### config.mk
export PLATFORM = sky130hd
export DESIGN_NAME = actuator_deadband_position_control_flat
export DESIGN_NICKNAME = d
export VERILOG_FILES = /design/src/sv/adpc_pkg.sv /design/src/sv/adpc_if.sv /design/src/sv/actuator_deadband_position_control.sv /design/src/sv/adpc_scale.sv /design/src/sv/adpc_decide.sv /design/src/flat_wrapper.sv
export SDC_FILE = /design/constraint.sdc
export NUM_CORES = 1
export LEC_CHECK = 0
export ABC_AREA = 1
export BUFFER_PORTS_ARGS = -buffer_cell sky130_fd_sc_hd__buf_2
export CAP_MARGIN = 20
export CORE_ASPECT_RATIO = 0.5
export CORE_MARGIN = 5
export CORE_UTILIZATION = 65
export DETAILED_ROUTE_END_ITERATION = 16
export GPL_ROUTABILITY_DRIVEN = 0
export PLACE_DENSITY_LB_ADDON = 0.3
export REMOVE_ABC_BUFFERS = 1
export SLEW_MARGIN = 20
export SYNTH_ARGS = -nofsm -noshare
export SYNTH_HDL_FRONTEND = slang
export SYNTH_SLANG_ARGS = --single-unit
### constraint.sdc
create_clock -name clk -period 14.85 [get_ports clk]
set_input_delay 2.97 -clock clk [delete_from_list [all_inputs] [get_ports clk]]
set_output_delay 2.97 -clock clk [all_outputs]
set_load 0.005 [all_outputs]
### src/sv/adpc_pkg.sv
`default_nettype none
// ============================================================================
// adpc_pkg
// Types and constants shared by the deadband position control block.
// ============================================================================
package adpc_pkg;

    localparam int SAMPLE_W   = 10;
    localparam int TARGET_W   = 10;
    localparam int MODE_W     = 2;
    localparam int POS_W      = 10;
    localparam int TOL_W      = 9;
    localparam int CFG_DATA_W = 9;
    localparam int CFG_IDX_W  = 1;

    // Sign-extended compare width: holds target +/- tolerance without wrap
    localparam int CMP_W      = 12;

    // Scaling: position = floor(x * SCALE_SPAN / SAMPLE_MAX) + POS_MIN
    localparam int SAMPLE_MAX = 1023;
    localparam int SCALE_SPAN = 510;
    localparam int POS_MIN    = 10;
    localparam int PROD_W     = 19;

    localparam logic [MODE_W-1:0] MODE_WINDOW   = 2'd0;
    localparam logic [MODE_W-1:0] MODE_AT_LEAST = 2'd1;
    localparam logic [MODE_W-1:0] MODE_AT_MOST  = 2'd2;

    localparam logic [CFG_IDX_W-1:0] REG_TOLERANCE = 1'd0;
    localparam logic [CFG_IDX_W-1:0] REG_INVERT    = 1'd1;

    typedef enum logic [1:0] {
        DIR_OFF = 2'd0,
        DIR_POS = 2'd1,
        DIR_NEG = 2'd2
    } dir_t;

    typedef struct packed {
        dir_t dir;
        logic drive_positive;
        logic drive_negative;
    } drive_t;

endpackage
`default_nettype wire

### src/sv/adpc_if.sv
`default_nettype none
// ============================================================================
// adpc_in_if / adpc_out_if
// Valid/ready channels carrying feedback items in and control results out.
// ============================================================================
interface adpc_in_if;
    logic                           valid;
    logic                           ready;
    logic [adpc_pkg::SAMPLE_W-1:0]  adc_sample;
    logic [adpc_pkg::TARGET_W-1:0]  target_position;
    logic [adpc_pkg::MODE_W-1:0]    mode;

    modport source (output valid, output adc_sample, output target_position,
                    output mode, input ready);
    modport sink   (input valid, input adc_sample, input target_position,
                    input mode, output ready);
endinterface

interface adpc_out_if;
    logic                         valid;
    logic                         ready;
    logic [adpc_pkg::POS_W-1:0]   position;
    logic                         drive_positive;
    logic                         drive_negative;
    logic                         running;
    logic                         direction_changed;

    modport source (output valid, output position, output drive_positive,
                    output drive_negative, output running,
                    output direction_changed, input ready);
    modport sink   (input valid, input position, input drive_positive,
                    input drive_negative, input running,
                    input direction_changed, output ready);
endinterface
`default_nettype wire

### src/sv/actuator_deadband_position_control.sv
`default_nettype none
// ============================================================================
// actuator_deadband_position_control
// Bang-bang actuator position control with a deadband around the target.
// ============================================================================
//
//  Channel   Dir  Handshake      Payload
//  --------  ---  -------------  -------------------------------------------
//  in_ch     in   valid/ready    adc_sample, target_position, mode
//  out_ch    out  valid/ready    position, drive_positive, drive_negative,
//                                running, direction_changed
//  cfg       in   cfg_write_en   cfg_index, cfg_data (tolerance, invert)
//
//  A transaction passes through one input register, then scaling and compare
//  logic into the result register. One transaction per cycle is sustained
//  while out_ch does not stall. Reset clears the valid flags, the configuration
//  and the last direction (off). A stall on out_ch holds the result register
//  and backs up into the input register; in_ch stays ready while either stage
//  has room.
//
module actuator_deadband_position_control (
    input  wire logic                             clk,
    input  wire logic                             rst_n,
    adpc_in_if.sink                               in_ch,
    adpc_out_if.source                            out_ch,
    input  wire logic                             cfg_write_en,
    input  wire logic [adpc_pkg::CFG_IDX_W-1:0]   cfg_index,
    input  wire logic [adpc_pkg::CFG_DATA_W-1:0]  cfg_data
);
    import adpc_pkg::*;

    // Configuration
    logic [TOL_W-1:0]    tolerance_reg;
    logic                invert_reg;

    // Input stage
    logic                in_valid_reg;
    logic [SAMPLE_W-1:0] sample_reg;
    logic [TARGET_W-1:0] target_reg;
    logic [MODE_W-1:0]   mode_reg;

    // Result stage
    logic                out_valid_reg;
    logic [POS_W-1:0]    position_reg;
    logic                drive_pos_reg;
    logic                drive_neg_reg;
    logic                running_reg;
    logic                changed_reg;

    dir_t                last_dir_reg;
    dir_t                last_dir_next;

    logic                out_advance;
    logic                in_advance;
    logic                in_take;
    logic [POS_W-1:0]    position;
    drive_t              drive;

    // Move the input stage forward whenever the result register is free
    assign out_advance = ~out_valid_reg | out_ch.ready;
    assign in_advance  = in_valid_reg & out_advance;
    assign in_ch.ready = ~in_valid_reg | out_advance;
    assign in_take     = in_ch.valid & in_ch.ready;

    always_ff @(posedge clk or negedge rst_n)
    begin
        if (!rst_n)
        begin
            tolerance_reg <= '0;
            invert_reg    <= 1'b0;
        end
        else if (cfg_write_en)
        begin
            case (cfg_index)
                REG_TOLERANCE: tolerance_reg <= cfg_data[TOL_W-1:0];
                REG_INVERT:    invert_reg    <= cfg_data[0];
                default:       ;
            endcase
        end
    end

    // Input register: capture a transaction, drop the valid flag once passed on
    always_ff @(posedge clk or negedge rst_n)
    begin
        if (!rst_n)
            in_valid_reg <= 1'b0;
        else if (in_ch.ready)
            in_valid_reg <= in_ch.valid;
    end

    always_ff @(posedge clk)
    begin
        if (in_take)
        begin
            sample_reg <= in_ch.adc_sample;
            target_reg <= in_ch.target_position;
            mode_reg   <= in_ch.mode;
        end
    end

    adpc_scale u_scale (
        .adc_sample     (sample_reg),
        .invert_mapping (invert_reg),
        .position       (position)
    );

    adpc_decide u_decide (
        .position        (position),
        .target_position (target_reg),
        .mode            (mode_reg),
        .tolerance       (tolerance_reg),
        .invert_mapping  (invert_reg),
        .drive           (drive)
    );

    // Advance the remembered direction only with an item that moves on
    assign last_dir_next = in_advance ? drive.dir : last_dir_reg;

    always_ff @(posedge clk or negedge rst_n)
    begin
        if (!rst_n)
        begin
            out_valid_reg <= 1'b0;
            last_dir_reg  <= DIR_OFF;
        end
        else
        begin
            last_dir_reg <= last_dir_next;
            if (out_advance)
                out_valid_reg <= in_valid_reg;
        end
    end

    // Result register: load when the input stage hands over, else hold
    always_ff @(posedge clk)
    begin
        if (in_advance)
        begin
            position_reg  <= position;
            drive_pos_reg <= drive.drive_positive;
            drive_neg_reg <= drive.drive_negative;
            running_reg   <= (drive.dir != DIR_OFF);
            changed_reg   <= (drive.dir != last_dir_reg);
        end
    end

    assign out_ch.valid             = out_valid_reg;
    assign out_ch.position          = position_reg;
    assign out_ch.drive_positive    = drive_pos_reg;
    assign out_ch.drive_negative    = drive_neg_reg;
    assign out_ch.running           = running_reg;
    assign out_ch.direction_changed = changed_reg;

endmodule
`default_nettype wire

### src/sv/adpc_scale.sv
`default_nettype none
// ============================================================================
// adpc_scale
// Map a raw 10-bit sample onto the 10..520 position range.
// ============================================================================
module adpc_scale (
    input  wire logic [adpc_pkg::SAMPLE_W-1:0] adc_sample,
    input  wire logic                          invert_mapping,
    output logic      [adpc_pkg::POS_W-1:0]    position
);
    import adpc_pkg::*;

    logic [SAMPLE_W-1:0] x;
    logic [PROD_W-1:0]   prod;
    logic [8:0]          q_est;
    logic [10:0]         rem;
    logic [8:0]          quot;

    // 1023 - x equals the bitwise complement for a 10-bit value
    assign x    = invert_mapping ? ~adc_sample : adc_sample;
    assign prod = PROD_W'(x) * PROD_W'(SCALE_SPAN);

    // Divide by 1023: estimate with >>10, remainder is low bits plus estimate,
    // stays below 2*1023 so one correction step suffices
    assign q_est = prod[PROD_W-1:10];
    assign rem   = 11'(prod[9:0]) + 11'(q_est);
    assign quot  = (rem >= 11'(SAMPLE_MAX)) ? q_est + 9'd1 : q_est;

    assign position = POS_W'(quot) + POS_W'(POS_MIN);

endmodule
`default_nettype wire

### src/sv/adpc_decide.sv
`default_nettype none
// ============================================================================
// adpc_decide
// Choose the drive direction and the drive line levels for one position.
// ============================================================================
module adpc_decide (
    input  wire logic [adpc_pkg::POS_W-1:0]    position,
    input  wire logic [adpc_pkg::TARGET_W-1:0] target_position,
    input  wire logic [adpc_pkg::MODE_W-1:0]   mode,
    input  wire logic [adpc_pkg::TOL_W-1:0]    tolerance,
    input  wire logic                          invert_mapping,
    output adpc_pkg::drive_t                   drive
);
    import adpc_pkg::*;

    logic signed [CMP_W-1:0] pos_s;
    logic signed [CMP_W-1:0] tgt_s;
    logic signed [CMP_W-1:0] lo_s;
    logic signed [CMP_W-1:0] hi_s;
    dir_t                    dir;

    assign pos_s = signed'(CMP_W'(position));
    assign tgt_s = signed'(CMP_W'(target_position));
    assign lo_s  = tgt_s - signed'(CMP_W'(tolerance));
    assign hi_s  = tgt_s + signed'(CMP_W'(tolerance));

    always_comb
    begin
        dir = DIR_OFF;
        case (mode)
            MODE_WINDOW:
            begin
                if (pos_s < lo_s)
                    dir = DIR_POS;
                else if (pos_s > hi_s)
                    dir = DIR_NEG;
            end
            MODE_AT_LEAST:
            begin
                if (pos_s < tgt_s)
                    dir = DIR_POS;
            end
            MODE_AT_MOST:
            begin
                if (pos_s > tgt_s)
                    dir = DIR_NEG;
            end
            default:
            begin
                dir = DIR_OFF;
            end
        endcase
    end

    // Swap the drive lines when the mapping is inverted
    always_comb
    begin
        drive.dir            = dir;
        drive.drive_positive = 1'b0;
        drive.drive_negative = 1'b0;
        case (dir)
            DIR_POS:
            begin
                drive.drive_positive = ~invert_mapping;
                drive.drive_negative = invert_mapping;
            end
            DIR_NEG:
            begin
                drive.drive_positive = invert_mapping;
                drive.drive_negative = ~invert_mapping;
            end
            default:
            begin
                drive.drive_positive = 1'b0;
                drive.drive_negative = 1'b0;
            end
        endcase
    end

endmodule
`default_nettype wire

### src/flat_wrapper.sv
// flat-port wrapper written by rule: the top's interface ports become plain ports
module actuator_deadband_position_control_flat import adpc_pkg::*;
  (clk, rst_n, cfg_write_en, cfg_index, cfg_data, in_ch_valid, in_ch_adc_sample, in_ch_target_position, in_ch_mode, in_ch_ready, out_ch_valid, out_ch_position, out_ch_drive_positive, out_ch_drive_negative, out_ch_running, out_ch_direction_changed, out_ch_ready);
  adpc_in_if in_ch_i ();
  adpc_out_if out_ch_i ();
  input  wire logic clk;
  input  wire logic rst_n;
  input  wire logic cfg_write_en;
  input  wire logic [adpc_pkg::CFG_IDX_W-1:0] cfg_index;
  input  wire logic [adpc_pkg::CFG_DATA_W-1:0] cfg_data;
  input wire logic [$bits(in_ch_i.valid)-1:0] in_ch_valid;
  input wire logic [$bits(in_ch_i.adc_sample)-1:0] in_ch_adc_sample;
  input wire logic [$bits(in_ch_i.target_position)-1:0] in_ch_target_position;
  input wire logic [$bits(in_ch_i.mode)-1:0] in_ch_mode;
  output wire logic [$bits(in_ch_i.ready)-1:0] in_ch_ready;
  output wire logic [$bits(out_ch_i.valid)-1:0] out_ch_valid;
  output wire logic [$bits(out_ch_i.position)-1:0] out_ch_position;
  output wire logic [$bits(out_ch_i.drive_positive)-1:0] out_ch_drive_positive;
  output wire logic [$bits(out_ch_i.drive_negative)-1:0] out_ch_drive_negative;
  output wire logic [$bits(out_ch_i.running)-1:0] out_ch_running;
  output wire logic [$bits(out_ch_i.direction_changed)-1:0] out_ch_direction_changed;
  input wire logic [$bits(out_ch_i.ready)-1:0] out_ch_ready;
  assign in_ch_i.valid = in_ch_valid;
  assign in_ch_i.adc_sample = in_ch_adc_sample;
  assign in_ch_i.target_position = in_ch_target_position;
  assign in_ch_i.mode = in_ch_mode;
  assign in_ch_ready = in_ch_i.ready;
  assign out_ch_valid = out_ch_i.valid;
  assign out_ch_position = out_ch_i.position;
  assign out_ch_drive_positive = out_ch_i.drive_positive;
  assign out_ch_drive_negative = out_ch_i.drive_negative;
  assign out_ch_running = out_ch_i.running;
  assign out_ch_direction_changed = out_ch_i.direction_changed;
  assign out_ch_i.ready = out_ch_ready;
  actuator_deadband_position_control u_core (.clk(clk), .rst_n(rst_n), .in_ch(in_ch_i), .out_ch(out_ch_i), .cfg_write_en(cfg_write_en), .cfg_index(cfg_index), .cfg_data(cfg_data));
endmodule
* Yosys cells after proc, flatten, opt, wreduce, memory -nomap -nowiden
Index checks and enable logic that the tools add are counted.
** Word-level totals
- Register bits :: 50
- Output and inout port bits :: 16
- Logic and storage cells :: 50
- Bits of input ports :: 37
** Cells by class
- Multiply operators :: 1
- Bitwise gates (word level) :: 9
- Eq/ne operators :: 5
- Muxes and demuxes :: 8
- Add/sub/neg operators :: 5
- Order comparisons :: 5
- Reductions and logical operators :: 4
** Operator list (count)
- adder 10 x 9 -> 11 bit :: 2
- multiplier 10 x 8 -> 18 bit (second input constant) :: 1
- < comparator 11 x 12 -> 1 bit :: 1
- greater-or-equal comparator 11 x 10 -> 1 bit (second input constant) :: 1
- > comparator 10 x 11 -> 1 bit :: 1
- subtractor 10 x 9 -> 11 bit :: 1
- adder 9 x 4 -> 10 bit (second input constant) :: 1
- > comparator 10 bit :: 1
- < comparator 10 bit :: 1
- 2-to-1 mux 10 bit :: 1
- NOT 10 bit :: 1
- adder 9 x 1 -> 9 bit (second input constant) :: 1
- 2-to-1 mux 9 bit :: 1
- 2-to-1 mux 2 bit :: 3
- one-hot mux 2 bit (3 select lines) :: 1
- equality test 2 x 1 -> 1 bit (second input constant) :: 2
- equality test 2 bit (second input constant) :: 2
- NOT 1 bit :: 4
- one-hot mux 2 bit (2 select lines) :: 1
- AND reduction 2 bit :: 2
- AND 1 bit :: 2
- logical NOT 2 bit :: 1
- != test 2 bit :: 1
- OR 1 bit :: 2
- 2 further kinds :: 2

* Depth between registers and ports, before layout
Gate-level depths: netlist of run 1.
- Depth in word-level cells :: 13
- Gate-level depth with buffers :: 59
- Gate-level depth less buffers :: 58

* By module
A second synthesis of run 1 with hierarchy kept.
** Unflattened totals
- Cells, all modules :: 843
- Area total of the unflattened synthesis :: 6621.4 um2
** Modules (own cells, without submodules)
- adpc_scale :: times used 1, area an instance 3208.1 um2, cells an instance 470, seq. area each 0.0 um2
- adpc_decide :: times used 1, area an instance 1736.7 um2, cells an instance 271, seq. area each 0.0 um2
- actuator_deadband_position_control :: times used 1, area an instance 1676.6 um2, cells an instance 102, seq. area each 1431.4 um2

* Worst setup path after synthesis of run 1
No wires, ideal clock.
- Kind :: flip-flop to flip-flop
- Start point :: register u_core.invert_reg
- End point :: register u_core.changed_reg (netlist: u_core.out_ch.direction_changed) (data pin)
- Data required time :: 14.591 ns
- Path slack :: 6.436 ns
- Period minus slack after synthesis :: 8.414 ns
- Stages on the path, launching flop included :: 46
- Setup time :: 0.259 ns
- Buffers on the path :: 2
- Arrival time :: 8.155 ns
- Path through :: dfrtp_1 > clkbuf_1 > buf_2 > xnor2_1 > inv_1 > fa_1 > inv_1 > fa_1 > inv_1 > fa_1 > inv_1 > fa_1 > inv_1 > ha_1 > nand2_2 > inv_1 > a21oi_2 > nand3_2 > (+10 left out) > nand3_1 > nand2_4 > ha_1 > inv_1 > nand3_1 > nand2_2 > nor2_2 > nand2_1 > nor2_1 > ha_1 > inv_1 > o21bai_1 > nor2_1 > nand4_1 > nand2_2 > nand2_1 > nand2_1 > nand3_1
** On the way
- Cells in the longest elaborated chain, start to end :: 11
- Elaborated cells between the ends (all ways) :: 17
- Classes of those cells :: add/sub (3); mul (1); order compare (5); eq/ne (1); mux (7)
** RTL lines
- start: declaration :: RTL line actuator_deadband_position_control.sv:34 : logic invert_reg;
- start signal: assignment :: RTL line actuator_deadband_position_control.sv:76 : REG_INVERT: invert_reg <= cfg_data[0];
- 2-to-1 mux 10 bit * :: RTL line adpc_scale.sv:20 : assign x = invert_mapping ? ~adc_sample : adc_sample;
- multiplier 10 x 8 -> 18 bit * :: RTL line adpc_scale.sv:21 : assign prod = PROD_W'(x) * PROD_W'(SCALE_SPAN);
- adder 10 x 9 -> 11 bit :: RTL line adpc_scale.sv:26 : assign rem = 11'(prod[9:0]) + 11'(q_est);
- greater-or-equal comparator 11 x 10 -> 1 bit :: RTL line adpc_scale.sv:27 : assign quot = (rem >= 11'(SAMPLE_MAX)) ? q_est + 9'd1 : q_est;
- 2-to-1 mux 9 bit * :: RTL line adpc_scale.sv:27
- adder 9 x 4 -> 10 bit * :: RTL line adpc_scale.sv:29 : assign position = POS_W'(quot) + POS_W'(POS_MIN);
- named net u_core.position[9] :: RTL line actuator_deadband_position_control.sv:56 : logic [POS_W-1:0] position;
- > comparator 10 x 11 -> 1 bit :: RTL line adpc_decide.sv:35 : else if (pos_s > hi_s)
- 2-to-1 mux 2 bit :: RTL line adpc_decide.sv:35
- 2-to-1 mux 2 bit :: RTL line adpc_decide.sv:33 : if (pos_s < lo_s)
- one-hot mux 2 bit (3 select lines) * :: RTL line adpc_decide.sv:30 : case (mode)
- != test 2 bit * :: RTL line actuator_deadband_position_control.sv:143 : changed_reg <= (drive.dir != last_dir_reg);
- end signal: assignment :: RTL line actuator_deadband_position_control.sv:143
- end: declaration :: RTL line actuator_deadband_position_control.sv:48 : logic changed_reg;
The timed path passes the listed nets; every way through them passes the cells marked *.
A chain may end at the register's enable or synchronous reset.

==> flow_summary.ini, run 1 <==
[run_status]
status = complete, no violations

[detailed_routing]
dr.first_iter.drc_count = 398
wl_microns = 14000
post-route-drc-count = 0
first_pass_iters = 6
vias = 5493
via_per_inst = 5.23
ant_nets = 0
routedWlPerCell_microns = 13.3

[clocking]
cts_buffer_depth = 2
tritoncts = done
cts_num_sinks = 50
htree_levels = 2
postCtsHoldBufs = 0
clk_pin_slew_ps = 60
clock_latency_ps = 300
ctsResizeCount = 0
cts_setup_buffers = 0
cts_buffers = 5
cts_root_buffer = clkbuf_16

[cells_and_area]
final_cell_mix = inv_1, nand2_1, ha_1, nand3_1, buf_2
antenna_cells = 0
drive_above_1_share_pct = 13.1
fillers = 754
finalNetCount = 1071
area_delta_synth_final_pct = 8.53
final_common_cell = inv_1

[placement]
hpwl_microns = 11800
io_buffers = 52

[timing]
hold_viol = 0
skew_ps = 11.0
min_period_over_period_pct = 65.4
finalCriticalPeriod_ps = 9710
fmax_mhz = 103
rsz0062_at_grt = false
final.setup.tns_ps = 0
setup_viol_count_final = 0
slew_headroom_pct = 37.7
slew_violations = 0
tightest_slew_ps = 934

[min_path]
min_path_type = flop to flop
min_from = u_core.in_valid_reg$_DFFE_PN0N_

[global_route]
grt_max_degree = 23
antenna_found_initial = 0
grt_pass1_vias = 5511
grtUsageTotal_pct = 24.1
grt_overflow = 0
grt_pass1_wl_microns = 24600

[worst_setup_path]
path_buf_inv = 8
worst_setup_path_start_kind = flop
path_class = flop to flop
r2r-start = u_core.invert_reg$_DFFE_PN0P_
crit_family = adder cells
startpoint = u_core.invert_reg$_DFFE_PN0P_
worst-path-max-fanout = 14
end_kind = flop
arrival_ps = 9730
cpMostUsedCell = inv_1
crit_slowest_cell = xnor2_1
cp.required_ps = 14870
slowest_delay_ps = 660

[synthesis]
avgSynthCellArea_sq_um = 7.64
synth_top_family_by_area = adder cells
netlist_area_sq_um = 6560
synth.mux.area_fraction_pct = 0
synthSimpleGateAreaFrac_pct = 26.2
synth-seq-cells = 50
yosys.area_share.adder_pct = 27.5
seq_area_frac_synth_pct = 21.8
synth.distinct_cells = 41
synth_compound_area_share_pct = 6.68
netlist_instances = 858
synth_xor_xnor_area_share_pct = 6.12
yosysWarnings = 0

[floorplan]
dieHeight_microns = 81.0
core_sq_um = 9630
die-area_sq_um = 12300
row_count = 25
die_x_microns = 152
start_util_pct = 68.1
io_pins = 53

[run]
drv_cap = 0
cell families (layout without fill, tap and decap cells):
logic type	count (synthesis)	in the layout
buffers and inverters	204	261
adders and majority gates	120	120
AOI/OAI and AO/OA	74	74
DFF	50	50
and+or+nand+nor	365	365
xor gates and xnor gates	45	45
stage by stage:
step | instances | hold WS [ps] | utilization, % | setup WS [ps] | cell area [sq um]
global placement | 1042 | 494 | 72.4 | 5490 | 6970
detailed placement | 1042 | 502 | 72.4 | 5230 | 6970
CTS | 1050 | 517 | 73.9 | 5200 | 7120
global route | 1050 | 569 | 73.9 | 4370 | 7120
finish | 1050 | 510 | 73.9 | 5140 | 7120
floorplan | 855 | 461 | - | 6520 | 6550
worst register-to-register path: cells and delay by family, from the launching register on:
family          cells  cell delay, ps
flops               1             630
buf+inv             8             750
xor+xnor            2            1080
compound gates      7            1210
simple gates       18            2250
fa+ha+maj           8            3500
layer usage:
metal	vias up	track usage, %	routed length [microns]
met1	2493	30.4	6430
met3	34	3.89	699
li1	2795	-	-
met4	0	6.10	292
met5	-	0	0
met2	171	44.1	6540
synth_stat cells:
library cell | n | share of area [%]
a21o_1 | 1 | 0.11
a21oi_1 | 40 | 3.1
a21oi_2 | 3 | 0.40
a221o_1 | 1 | 0.15
a31o_2 | 3 | 0.40
a31oi_1 | 1 | 0.095
and2_1 | 3 | 0.29
and2_4 | 1 | 0.13
buf_2 | 1 | 0.076
clkbuf_1 | 2 | 0.11
dfrtp_1 | 14 | 5.3
edfxtp_1 | 36 | 16
fa_1 | 40 | 12
ha_1 | 80 | 15
inv_1 | 194 | 11
inv_2 | 7 | 0.40
nand2_1 | 189 | 11
nand2_2 | 16 | 1.5
nand2_4 | 4 | 0.69
nand2_8 | 1 | 0.31
nand3_1 | 71 | 5.4
nand3_2 | 10 | 1.5
nand3b_1 | 4 | 0.46
nand3b_2 | 2 | 0.34
nand4_1 | 6 | 0.57
nand4_2 | 1 | 0.19
nor2_1 | 42 | 2.4
nor2_2 | 8 | 0.76
nor3_1 | 2 | 0.15
nor3_2 | 2 | 0.31
nor3b_1 | 1 | 0.11
o21ai_0 | 11 | 0.84
o21ai_1 | 3 | 0.23
o21ai_4 | 1 | 0.25
o21bai_1 | 9 | 1.0
o31ai_1 | 1 | 0.11
or2_1 | 1 | 0.095
or2_2 | 1 | 0.095
xnor2_1 | 14 | 1.9
xor2_1 | 30 | 4.0
xor2_2 | 1 | 0.25
path summary, 6_finish.rpt:
kind	to	slack, ps	cells past startpoint
max	u_core.out_ch.drive_positive$_DFFE_PP_	5140	43
min	u_core.out_ch.valid$_DFFE_PN0P_	510	2
max reg2reg	u_core.out_ch.drive_positive$_DFFE_PP_	5140	43
min reg2reg	u_core.out_ch.valid$_DFFE_PN0P_	510	2
max in group asynchronous	u_core.last_dir_reg[0]$_DFFE_PN0P_	12020	1
min in group asynchronous	u_core.tolerance_reg[8]$_DFFE_PN0P_	2560	1
final cells by class:
type | instances | area, sq um | share of cell area [%]
multi-input combinational | 604 | 4360 | 61.3
clock buffer | 6 | 129 | 1.81
inverter | 201 | 754 | 10.6
timing repair buffer | 52 | 260 | 3.66
clock inverter | 2 | 13.8 | 0.193
sequential | 50 | 1430 | 20.1
tap | 135 | 169 | 2.37
Power of run 1 is not shown: default switching activity piles up to over one toggle a cycle in this logic, so the estimate is an artifact.
==> run 2: changes to the inputs <==
--- a/config.mk
+++ b/config.mk
@@ -10,7 +10,7 @@
 export CAP_MARGIN = 20
 export CORE_ASPECT_RATIO = 0.5
 export CORE_MARGIN = 5
-export CORE_UTILIZATION = 65
+export CORE_UTILIZATION = 62
 export DETAILED_ROUTE_END_ITERATION = 16
 export GPL_ROUTABILITY_DRIVEN = 0
 export PLACE_DENSITY_LB_ADDON = 0.3
==> constraint.sdc (replaced) <==
create_clock -name clk -period 9.2 [get_ports clk]
set_input_delay 1.84 -clock clk [delete_from_list [all_inputs] [get_ports clk]]
set_output_delay 1.84 -clock clk [all_outputs]
set_load 0.005 [all_outputs]
==> run 2 against run 1 <==
Sequential share of layout area fell by 0.82 points. Non-clock buffer count increased by 15. Maximum frequency up 11%. Critical endpoint is now u_core.out_ch.direction_changed$_DFFE_PP_.
==> flow_summary.ini, run 2 (synthesized netlist as in run 1, its figures left out) <==
[global_route]
grtUsageTotal_pct = 23.2
grt_pass1_wl_microns = 24200
grt_pass1_vias = 5451
antenna_found_initial = 0
grt_overflow = 0
grt_max_degree = 23

[worst_setup_path]
worst_setup_path_start_kind = flop
r2r-start = u_core.invert_reg$_DFFE_PN0P_
crit_family = adder cells
arrival_ps = 8780
cp.required_ps = 9240
worstReg2RegEnd = u_core.out_ch.direction_changed$_DFFE_PP_
rrSetupSlack_ps = 460
end_kind = flop
path_class = flop to flop
worst-path-max-fanout = 10
path_buf_inv = 10
cpMostUsedCell = nand2_1
r2r_cells = 50
crit_slowest_cell = fa_1
slowest_delay_ps = 560

[placement]
hpwl_microns = 11800
io_buffers = 52

[timing]
fmax_mhz = 114
setup_viol_count_final = 0
tightest_slew_ps = 968
slew_headroom_pct = 35.4
slew_violations = 0
min_period_over_period_pct = 95.0
finalCriticalPeriod_ps = 8740
hold_viol = 0
skew_ps = 10.2

[detailed_routing]
vias = 5567
met1_length_microns = 6370
top_layer = met4
ant_nets = 0
via_per_inst = 5.20
dr.first_iter.drc_count = 292
routedWlPerCell_microns = 13.6
wl_met2_microns = 6960
post-route-drc-count = 0
first_pass_iters = 5
met3_length_microns = 756
wl_microns = 14500

[clocking]
clk_pin_slew_ps = 60
htree_levels = 2
clock_latency_ps = 300
cts_buffer_depth = 2
cts_buffers = 5
cts_root_buffer = clkbuf_16
cts_num_sinks = 50
tritoncts = done

[min_path]
min_to = u_core.out_ch.valid$_DFFE_PN0P_
whs_path_depth = 2
min_from = u_core.in_valid_reg$_DFFE_PN0N_
min_path_type = flop to flop

[cells_and_area]
final_cell_mix = inv_1, nand2_1, ha_1, nand3_1, buf_2
area_delta_synth_final_pct = 13.5
fillers = 804
drive_above_1_share_pct = 16.7
finalNetCount = 1086
antenna_cells = 0
final_common_cell = inv_1
fin_util_pct = 72.4

[floorplan]
core_sq_um = 10300
io_pins = 53
die-area_sq_um = 12900
row_count = 26
start_util_pct = 63.8
dieHeight_microns = 82.7
die_x_microns = 155

[run_status]
status = complete, no violations

[run]
drv_cap = 0
## run 2: changes by cell type in the layout (fill, tap and decap cells not counted), sizes merged
cell / previous run / this run
clkbuf: 6 / 7
buf: 52 / 67
inv: 202 / 201
## run 2: final cells by class
class	instances	area, sq um	share of cell area, %
inverters	201	754	10.1
flip-flops and latches	50	1440	19.3
multi-input cells	604	4530	60.8
clock buffers	7	154	2.07
repair buffers	67	385	5.18
well taps	140	175	2.35
clock inverters	1	8.76	0.118
## run 2: worst min-delay path: cells and delay by family, from the launching register on
kind	cells	cell delay, ps
flip-flops	1	340
AND/OR/NAND/NOR	2	140
## run 2: per-stage QoR
step | area, sq um | hold WS [ps] | setup slack, ps | instances | setup TNS [ps]
6_report | 7440 | 524 | 463 | 1070 | 0
5_1_grt | 7440 | 570 | -83.2 | 1070 | -166
4_1_cts | 7230 | 528 | 161 | 1061 | 0
3_5_place_dp | 7030 | 506 | -136 | 1053 | -353
3_3_place_gp | 7030 | 499 | 206 | 1053 | 0
2_1_floorplan | 6550 | 461 | 870 | 855 | 0
## run 2: worst max-delay path by stage
stage	cells past startpoint	start	slack, ps	end
6_report	50	u_core.invert_reg$_DFFE_PN0P_	460	u_core.out_ch.direction_changed$_DFFE_PP_
5_1_grt	51	u_core.invert_reg$_DFFE_PN0P_	-80	u_core.out_ch.direction_changed$_DFFE_PP_
4_1_cts	43	u_core.invert_reg$_DFFE_PN0P_	160	u_core.out_ch.direction_changed$_DFFE_PP_
3_5_place_dp	43	u_core.invert_reg$_DFFE_PN0P_	-140	u_core.out_ch.direction_changed$_DFFE_PP_
3_3_place_gp	45	u_core.invert_reg$_DFFE_PN0P_	210	u_core.out_ch.direction_changed$_DFFE_PP_
2_1_floorplan	45	u_core.invert_reg$_DFFE_PN0P_	870	u_core.out_ch.drive_positive$_DFFE_PP_
## run 2: timing repair
item                                   4_1_cts  5_1_grt
setup buffers                                0        9
hold buffers                                 0        0
setup endpoints to repair                    6        6
endpoints found under the hold margin        0        0
gates resized for setup                      6       23
pin swaps                                    0        4
## run 2: per-layer routing
layer / global-route usage, % / vias up
met5: 0 / -
met4: 7.95 / 0
met3: 3.07 / 42
met2: 42.2 / 170
met1: 29.1 / 2525
li1: - / 2830
Power of run 2 is left out for the same reason.
==> run 3: changes to the inputs <==
--- a/config.mk
+++ b/config.mk
@@ -9,10 +9,10 @@
 export BUFFER_PORTS_ARGS = -buffer_cell sky130_fd_sc_hd__buf_2
 export CAP_MARGIN = 20
 export CORE_ASPECT_RATIO = 0.5
-export CORE_MARGIN = 5
 export CORE_UTILIZATION = 62
 export DETAILED_ROUTE_END_ITERATION = 16
 export GPL_ROUTABILITY_DRIVEN = 0
+export GPL_TIMING_DRIVEN = 0
 export PLACE_DENSITY_LB_ADDON = 0.3
 export REMOVE_ABC_BUFFERS = 1
 export SLEW_MARGIN = 20
==> run 3 against run 2 <==
Global-route usage increased by 2.4 points. Cell count unchanged. Non-clock buffer count unchanged. Critical path type unchanged. Largest cell class unchanged.
==> flow_summary.ini, run 3 (synthesized netlist as in run 1, its figures left out) <==
[global_route]
grt_overflow = 0
grt_pass1_wl_microns = 22500
antenna_found_initial = 0
grt_pass1_vias = 5198
grt_max_degree = 23
grtUsageTotal_pct = 25.6

[clocking]
clk_pin_slew_ps = 70
tritoncts = done
htree_levels = 2
clock_latency_ps = 300
cts_root_buffer = clkbuf_16
cts_buffers = 5
postCtsHoldBufs = 0
cts_buffer_depth = 2
cts_num_sinks = 50

[timing]
hold_viol = 0
min_period_over_period_pct = 95.3
setup_viol_count_final = 0
finalCriticalPeriod_ps = 8770
tightest_slew_ps = 997
setup_ws_ps = 431
slew_headroom_pct = 33.4
worst_hold_slack_ps = 517
slew_violations = 0
final.setup.tns_ps = 0
skew_ps = 11.2
fmax_mhz = 114

[worst_setup_path]
slowest_delay_ps = 550
crit_slowest_cell = dfrtp_4
worst-path-max-fanout = 10
end_kind = flop
worst_setup_path_start_kind = flop
startpoint = u_core.invert_reg$_DFFE_PN0P_
r2r-start = u_core.invert_reg$_DFFE_PN0P_
cpMostUsedCell = inv_1
path_class = flop to flop
arrival_ps = 8810
cp.required_ps = 9240

[detailed_routing]
first_pass_iters = 5
ant_nets = 0
via_per_inst = 5.24
vias = 5603
post-route-drc-count = 0
routedWlPerCell_microns = 13.2
dr.first_iter.drc_count = 336
wl_microns = 14100

[cells_and_area]
fillers = 777
instances_no_fill = 1070
area_delta_synth_final_pct = 14.9
final_common_cell = inv_1
drive_above_1_share_pct = 17.8
antenna_cells = 0
finalNetCount = 1086
final_cell_mix = inv_1, nand2_1, ha_1, nand3_1, buf_2

[placement]
io_buffers = 52
dp_slack_ps = -448
hpwl_microns = 10900
post-place-cells = 1047

[floorplan]
core_sq_um = 10200
row_count = 26
die-area_sq_um = 11000
io_pins = 53
die_x_microns = 147
dieHeight_microns = 74.7
start_util_pct = 64.0

[run]
drv_cap = 0

[min_path]
min_path_type = flop to flop
min_from = u_core.in_valid_reg$_DFFE_PN0N_

[run_status]
status = complete, no violations
-- run 3: cell count changes in the layout (fill, tap and decap cells not counted), moves of 2 or more --
| cell | delta |
|---|---|
| a21oi_1 | -2 |
| a21oi_2 | +3 |
| xnor2_1 | -3 |
| xnor2_4 | +3 |
-- run 3: worst max-delay path: cells and delay by family, from the launching register on --
family | cells | cell delay [ps]
fa+ha+maj | 9 | 3200
simple gates | 27 | 2950
flops | 1 | 550
xor+xnor | 2 | 460
compound gates | 2 | 400
buf+inv | 11 | 930
-- run 3: final timing paths --
| path | endpoint | slack (ps) | cells past startpoint |
|---|---|---|---|
| max | u_core.out_ch.direction_changed$_DFFE_PP_ | 430 | 51 |
| min | u_core.out_ch.valid$_DFFE_PN0P_ | 520 | 2 |
| max reg2reg | u_core.out_ch.direction_changed$_DFFE_PP_ | 430 | 51 |
| min reg2reg | u_core.out_ch.valid$_DFFE_PN0P_ | 520 | 2 |
| max in group asynchronous | u_core.invert_reg$_DFFE_PN0P_ | 7480 | 1 |
| min in group asynchronous | u_core.tolerance_reg[8]$_DFFE_PN0P_ | 1430 | 1 |
-- run 3: what timing repair did --
action | CTS | global route
buffers inserted | 0 | 15
endpoints found under the setup margin | 6 | 6
resized for setup | 16 | 29
pin swaps | 1 | 9
-- run 3: through the flow --
step,area (sq um),utilization [%]
after floorplan,6550,-
after global placement,6980,68.1
after detailed placement,6980,68.1
after CTS,7230,70.6
after global routing,7540,73.6
final,7540,73.6
-- run 3: layout make-up --
class                           count  area [sq um]  share of cell area [%]
Multi-Input combinational cell    604          4630                    61.5
Timing Repair Buffer               67           398                    5.28
Clock buffer                        6           129                    1.71
Clock inverter                      2          13.8                   0.183
Tap cell                          140           175                    2.32
Sequential cell                    50          1440                    19.0
Inverter                          201           754                    10.0
-- run 3: per-layer routing --
metal | up-vias | GRT usage, % | wire (microns)
li1 | 2828 | - | -
met1 | 2575 | 31.7 | 6150
met2 | 165 | 48.7 | 6960
met3 | 35 | 3.45 | 665
met4 | 0 | 5.96 | 369
met5 | - | 0 | 0
Power of run 3 is left out for the same reason.
